$ cat config.mk
export PLATFORM = sky130hd
export DESIGN_NAME = fed_front
export DESIGN_NICKNAME = d
export VERILOG_FILES = /design/src/design/fed_pkg.sv /design/src/design/fed_front.sv
export SDC_FILE = /design/constraint.sdc
export NUM_CORES = 1
export LEC_CHECK = 0
export BUFFER_PORTS_ARGS = -buffer_cell sky130_fd_sc_hd__buf_4
export CORE_MARGIN = 3
export CORE_UTILIZATION = 59
export CTS_CLUSTER_SIZE = 28
export DETAILED_ROUTE_END_ITERATION = 16
export GPL_TIMING_DRIVEN = 0
export PLACE_DENSITY = 0.84
export SLEW_MARGIN = 20
export SYNTH_ARGS = -nofsm -noshare
export SYNTH_HDL_FRONTEND = slang
export SYNTH_SLANG_ARGS = --single-unit
$ cat constraint.sdc
create_clock -name clk -period 6.2 [get_ports clk]
set_input_delay 0.62 -clock clk [delete_from_list [all_inputs] [get_ports clk]]
set_output_delay 0.62 -clock clk [all_outputs]
set_load 0.05 [all_outputs]
$ cat src/design/fed_pkg.sv
// Shared constants, types and register codes for the feedback echo delay.
`timescale 1ns / 1ps
`default_nettype none

package fed_pkg;

  // Delay store size and address width.
  localparam int DEPTH  = 32768;
  localparam int ADDR_W = $clog2(DEPTH);

  // Field widths.
  localparam int SAMPLE_W = 16;
  localparam int GAIN_W   = 16;
  localparam int LAST_W   = 15;
  localparam int ENTRY_W  = 18;
  localparam int FRAC_W   = 15;
  localparam int CFG_W    = 16;

  // Width used to compare the pointer against the last index.
  localparam int CMP_W = ((ADDR_W > LAST_W) ? ADDR_W : LAST_W) + 1;

  // Configuration register indexes.
  localparam int CFG_IDX_W = 2;
  typedef logic [CFG_IDX_W-1:0] cfg_idx_t;
  localparam cfg_idx_t CFG_GAIN   = 2'd0;
  localparam cfg_idx_t CFG_LAST   = 2'd1;
  localparam cfg_idx_t CFG_BYPASS = 2'd2;

  // Register values after reset.
  localparam logic [GAIN_W-1:0] GAIN_RESET = 16'd6554;
  localparam logic [LAST_W-1:0] LAST_RESET = 15'd13230;

  // Output full scale.
  localparam int FULL_SCALE = 32767;

  // One classified item as it travels from the front to the back.
  typedef struct packed {
    logic signed [SAMPLE_W-1:0] sample;
    logic                       byp;
    logic [ADDR_W-1:0]          addr;
  } fed_item_t;

  // Head of the front queue as seen by the back.
  typedef struct packed {
    logic      valid;
    fed_item_t item;
  } fed_head_t;

endpackage

`default_nettype wire

$ cat src/design/fed_front.sv
// Front part: accepts samples, assigns store addresses and queues them for the back.
`timescale 1ns / 1ps
`default_nettype none

module fed_front
  import fed_pkg::*;
(
  input  wire logic                       clk,
  input  wire logic                       rst_n,
  input  wire logic                       in_push,
  output logic                            in_full,
  input  wire logic signed [SAMPLE_W-1:0] in_sample,
  input  wire logic [LAST_W-1:0]          last_idx,
  input  wire logic                       bypass,
  input  wire logic                       clr_busy,
  output fed_head_t                       head,
  input  wire logic                       head_pop
);

  fed_item_t         q_r [2];
  logic              wr_ptr_r, wr_ptr_nxt;
  logic              rd_ptr_r, rd_ptr_nxt;
  logic [1:0]        count_r, count_nxt;
  logic [ADDR_W-1:0] ptr_r, ptr_nxt;

  logic              accept;
  logic              do_pop;
  logic [CMP_W-1:0]  last_eff;
  logic [CMP_W-1:0]  ptr_eff;
  fed_item_t         item;

  localparam logic [CMP_W-1:0] TOP_IDX = CMP_W'(DEPTH - 1);

  assign in_full = (count_r == 2'd2) || clr_busy;
  assign accept  = in_push && !in_full;
  assign do_pop  = head_pop && (count_r != 2'd0);

  // Clamp the last index to the store and restart a pointer that ran past it.
  always_comb begin
    last_eff = (CMP_W'(last_idx) > TOP_IDX) ? TOP_IDX : CMP_W'(last_idx);
    ptr_eff  = (CMP_W'(ptr_r) > TOP_IDX) ? '0 : CMP_W'(ptr_r);
  end

  always_comb begin
    item.sample = in_sample;
    item.byp    = bypass;
    item.addr   = ADDR_W'(ptr_eff);
  end

  always_comb begin
    ptr_nxt = ptr_r;
    if (accept && !bypass) begin
      ptr_nxt = (ptr_eff < last_eff) ? ADDR_W'(ptr_eff + CMP_W'(1)) : '0;
    end
  end

  always_comb begin
    wr_ptr_nxt = accept ? ~wr_ptr_r : wr_ptr_r;
    rd_ptr_nxt = do_pop ? ~rd_ptr_r : rd_ptr_r;
    count_nxt  = count_r + 2'(accept) - 2'(do_pop);
  end

  always_ff @(posedge clk) begin
    if (!rst_n) begin
      wr_ptr_r <= 1'b0;
      rd_ptr_r <= 1'b0;
      count_r  <= 2'd0;
      ptr_r    <= '0;
    end else begin
      wr_ptr_r <= wr_ptr_nxt;
      rd_ptr_r <= rd_ptr_nxt;
      count_r  <= count_nxt;
      ptr_r    <= ptr_nxt;
    end
  end

  always_ff @(posedge clk) begin
    if (accept) begin
      q_r[wr_ptr_r] <= item;
    end
  end

  assign head.valid = (count_r != 2'd0);
  assign head.item  = q_r[rd_ptr_r];

  a_no_accept_in_clear: assert property (@(posedge clk) disable iff (!rst_n)
    clr_busy |-> !accept)
    else $error("sample accepted while the store is being cleared");

  a_ptr_hold_bypass: assert property (@(posedge clk) disable iff (!rst_n)
    (in_push && bypass) |=> $stable(ptr_r))
    else $error("pointer moved on a bypass sample");

  a_count_bound: assert property (@(posedge clk) disable iff (!rst_n)
    count_r != 2'd3)
    else $error("front queue count out of range");

endmodule

`default_nettype wire

# [Word level (Yosys, flattened, before mapping)]
# Memories as Yosys holds them, arrays and structs flattened. A register that Yosys moved wholly into a read port is not among the register bits.
# Cells that the tools add are included.
[op_classes] add_sub_neg=3 multipliers=0 n_div=0 n_lt_le_gt_ge=1 eq_ne=1 shift=0 mux=5 bitwise_logic=2 reduce_logical=7
[op_table] cell="adder 15 x 1 -> 15 bit, second input constant" n=1
[op_table] cell="< comparator 15 bit" n=1
[op_table] cell="two-way mux 15 bit" n=1
[op_table] cell="two-way mux 1 bit" n=4
[op_table] cell="logical AND 1 bit" n=3
[op_table] cell="adder 2 x 1 -> 2 bit" n=1
[op_table] cell="equality test 2 bit, second input constant" n=1
[op_table] cell="logical NOT 1 bit" n=2
[op_table] cell="NOT 1 bit" n=2
[op_table] cell="nonzero test 2 bit" n=1
[op_table] cell="subtractor 2 x 1 -> 2 bit" n=1
[op_table] cell="logical OR 1 bit" n=1
[totals] ff_bits=19 latchBits=0 ramBits=64 romBits=0 input_bits=37 output_inout_bits=34 word_cells=24 memories=1
[mem_list] name="q_r" depth=2 word_bits=32 read_ports=1 rd_clocked_by_memory_dff=1 write_ports=1 line="fed_front.sv:20" text="fed_item_t q_r [2];"

# [Longest topological paths before layout]
[logic_depth] depth_word=6 ltp_mapped=8 depth_no_buf=8

# [Worst setup path before layout]
# OpenSTA, ideal clock, no wires.
[synth_timing] path_kind="input-to-reg" startpoint="input clr_busy" endpoint="memory q_r[0][0] in the netlist's numbering, enable pin" setup_time_ns=0.423 arrival_time_ns=2.257 required_ns=5.777 path_slack_ns=3.520 path_stages=3 n_path_buf=0 path_cell_list="inv_1 > o211ai_4 > nor2_1"
[synth_between] elab_chain_cells=5
[synth_rtl] element="start: declaration" line="fed_front.sv:15" text="input wire logic clr_busy,"
[synth_rtl] element="logical OR 1 bit" line="fed_front.sv:34" text="assign in_full = (count_r == 2'd2) || clr_busy;"
[synth_rtl] element="logical NOT 1 bit" line="fed_front.sv:35" text="assign accept = in_push && !in_full;"
[synth_rtl] element="logical AND 1 bit" line="fed_front.sv:35"
[synth_rtl] element="two-way mux 1 bit" line="fed_front.sv:78" text="if (accept) begin"
[synth_rtl] element="two-way mux 1 bit (implied by the code)" line="fed_front.sv:79" text="q_r[wr_ptr_r] <= item;"
[synth_rtl] element="end: declaration" line="fed_front.sv:20"
# No other way between the ends.

==> out/summary.txt <==
# diodes: 0
CP Class: reg -> out
syn_area_per_cell: 13.8 sq um
TritonCTS clock tree: done
max-cap viol count: 0
Inserted Clock Buffers: 9
Final nets: 403
Lkg Pwr: 0.00184 uW
met3 Track Usage GR: 6.21%
Yosys warning count: 0
vias in the first global route: 2347
Setup TNS: 0 ns
area delta synth->final: 24.0%
fmax: 0.418 GHz
Post-Syn Area: 3680 sq um
DR vias: 2327
Routed Antenna Nets: 0
clock network fraction of total power: 25.5%
RSZ-0062 raised after global routing: false
Int Pwr: 1000 uW
Fin Clk Skew: 0.0130 ns
clock root cell: clkbuf_8
crit end category: output pin
most numerous cell in the Yosys netlist: edfxtp_1
# resized after CTS: 0
Core Rows: 28
Syn Nets: 320
CP arrival: 1.77 ns
worst hold margin: 0.449 ns
endpoints failing setup: 0
dpl hpwl: 4.90 mm
Startpoint Class: flip-flop
synth top area cells: edfxtp_1, dfxtp_1, mux2_2
GRT Max-Usage Layer: met2
largest net degree at the start of global routing: 27
final wirelength: 6.83 mm
post-synthesis cell type count: 40
fin crit period: 2.39 ns
# IOs: 71
Residual DRC: 0
routed len/inst: 15.9 um
sw power: 522 uW
Area after DPL: 4360 sq um
Sw Ratio: 34.2%
VDD IR max: 0.000264 V
final-report hold violation count: 0
Worst Path Required: 5.58 ns
CTS clock-pin slew for the worst setup and hold paths: 0.09 ns
Seq pwr share: 43.0%
combinational power share: 31.5%
Worst slew margin: 53.3%
gpl congestion: 0.822
clk sinks: 84
top cells by count, synth: edfxtp_1, mux2_2, dfxtp_1, inv_1, ha_1
chip height: 84.9 um
# port buffers: 70
sequential fraction of the synthesis area: 63.2%
Synth area leader: edfxtp_1
status: finished, final reports clean
CTS max path bufs: 2
design area: 4560 sq um
final setup margin: 3.81 ns
power per cell area: 335 nW/um^2
Final Core Density: 76.1%
Core Box Area: 5990 sq um
Slew Viols, Final: 0
# hold bufs at CTS: 0
Place WS: 3.87 ns
initial antenna violation count: 0
# fillers: 364
GR Util met2: 32.5%
Worst Tran Pin Value: 0.700 ns
CP max FO: 10
ys flop type: edfxtp_1
Die Area: 7220 sq um
DR pass1 iterations: 5
Tot GR Track Use: 20.4%
Die W: 84.9 um
vias per cell: 5.42
Initial Utilization: 61.4%
first-pass GRT wire length: 11.3 mm
top cell type's share of synthesized area: 52.3%
flops & latches, synth: 84
clk_lat worst skew: 0.35 ns
Post-CTS Repair Setup Buffers: 0
number of synthesized flops with an enable pin: 64
layout cells sized above 1: 38.1%
GRT Residual Overflow: 0
M1 GR Usage: 25.8%
FFs w/ async S/R, synth: 0%
Mapped Cells: 266
H-tree levels: 3
Tcrit/Tclk final: 38.6%
number of DRC markers in iteration 0: 117
hold crit path type: in -> reg
power groups by stage:
stage,Sequential [uW],Combinational [uW],Clock (uW)
after CTS,656,487,393
final,656,481,389
after detailed placement,669,484,0
after global placement,669,468,0
after global routing,660,509,422
after floorplan,666,345,0
final cells by class:
cell class,count,area [sq um],share of cell area [%]
repair buffers,72,573,12.6
flip-flops and latches,84,2320,50.9
plain buffers,5,22.5,0.494
well taps,75,93.8,2.06
clock buffers,10,128,2.80
inverters,20,75.1,1.65
multi-input cells,157,1270,27.9
clock inverters,6,71.3,1.56
cells in the final DEF, fill, tap and decap left out, types with 2 or more instances in the layout:
cell,instances
and3_1,2
nand3_1,6
nor2_4,2
nand2_1,16
inv_1,20
ha_1,17
a21oi_1,7
nor2_1,14
nor2b_1,3
mux2_2,32
or3_1,2
nand4_1,5
buf_4,70
nor3_1,2
a21oi_2,2
xnor2_1,5
xor2_1,6
buf_2,3
clkbuf_8,9
a22o_1,4
dfxtp_1,20
edfxtp_1,64
o21ai_1,3
clkinvlp_4,2
o21ai_0,7
clkbuf_1,3
and2_1,5
inv_6,2
cells by family after synthesis:
| family | after synthesis | synth area share [%] |
|---|---|---|
| buffers and inverters | 25 | 2.65 |
| adders and majority gates | 17 | 5.78 |
| xor gates and xnor gates | 11 | 2.62 |
| DFF | 84 | 63.2 |
| AOI/OAI and AO/OA | 31 | 6.26 |
| muxes | 32 | 9.80 |
| and+or+nand+nor | 66 | 9.73 |
sequential cells by signal, summed over array words and instances (netlist names), named ones only:
register	flops
rd_ptr_r	1
wr_ptr_r	1
count_r	2
ptr_r	15
q_r	64
routing by layer:
layer,part of all wire [%],routed length (um)
met1,43,2910
met3,6.0,413
met4,1.2,82
met5,0,0
met2,50,3430
critical path, cell delays in order (launching register included):
cell      delay (ns)
dfxtp_1         0.31
clkbuf_1        0.22
buf_2           0.32
mux2_2          0.38
buf_4           0.19
per-stage QoR:
step           instances  total power [uW]
2_1_floorplan        266              1010
3_3_place_gp         411              1140
3_5_place_dp         413              1150
4_1_cts              429              1540
5_1_grt              429              1590
6_report             429              1530
path summary, 6_finish.rpt:
| path | from | endpoint | slack (ns) | cells past startpoint |
|---|---|---|---|---|
| max | flip-flop | head[10] | 3.81 | 4 |
| min | in_sample[8] | q_r[1][24]$_DFFE_PP_ | 0.45 | 1 |
| max reg2reg | ptr_r[6]$_SDFFE_PN0P_ | ptr_r[8]$_SDFFE_PN0P_ | 4.16 | 7 |
| min reg2reg | ptr_r[14]$_SDFFE_PN0P_ | q_r[1][14]$_DFFE_PP_ | 0.53 | 0 |
No activity file was read; power rests on OpenSTA's default activity.
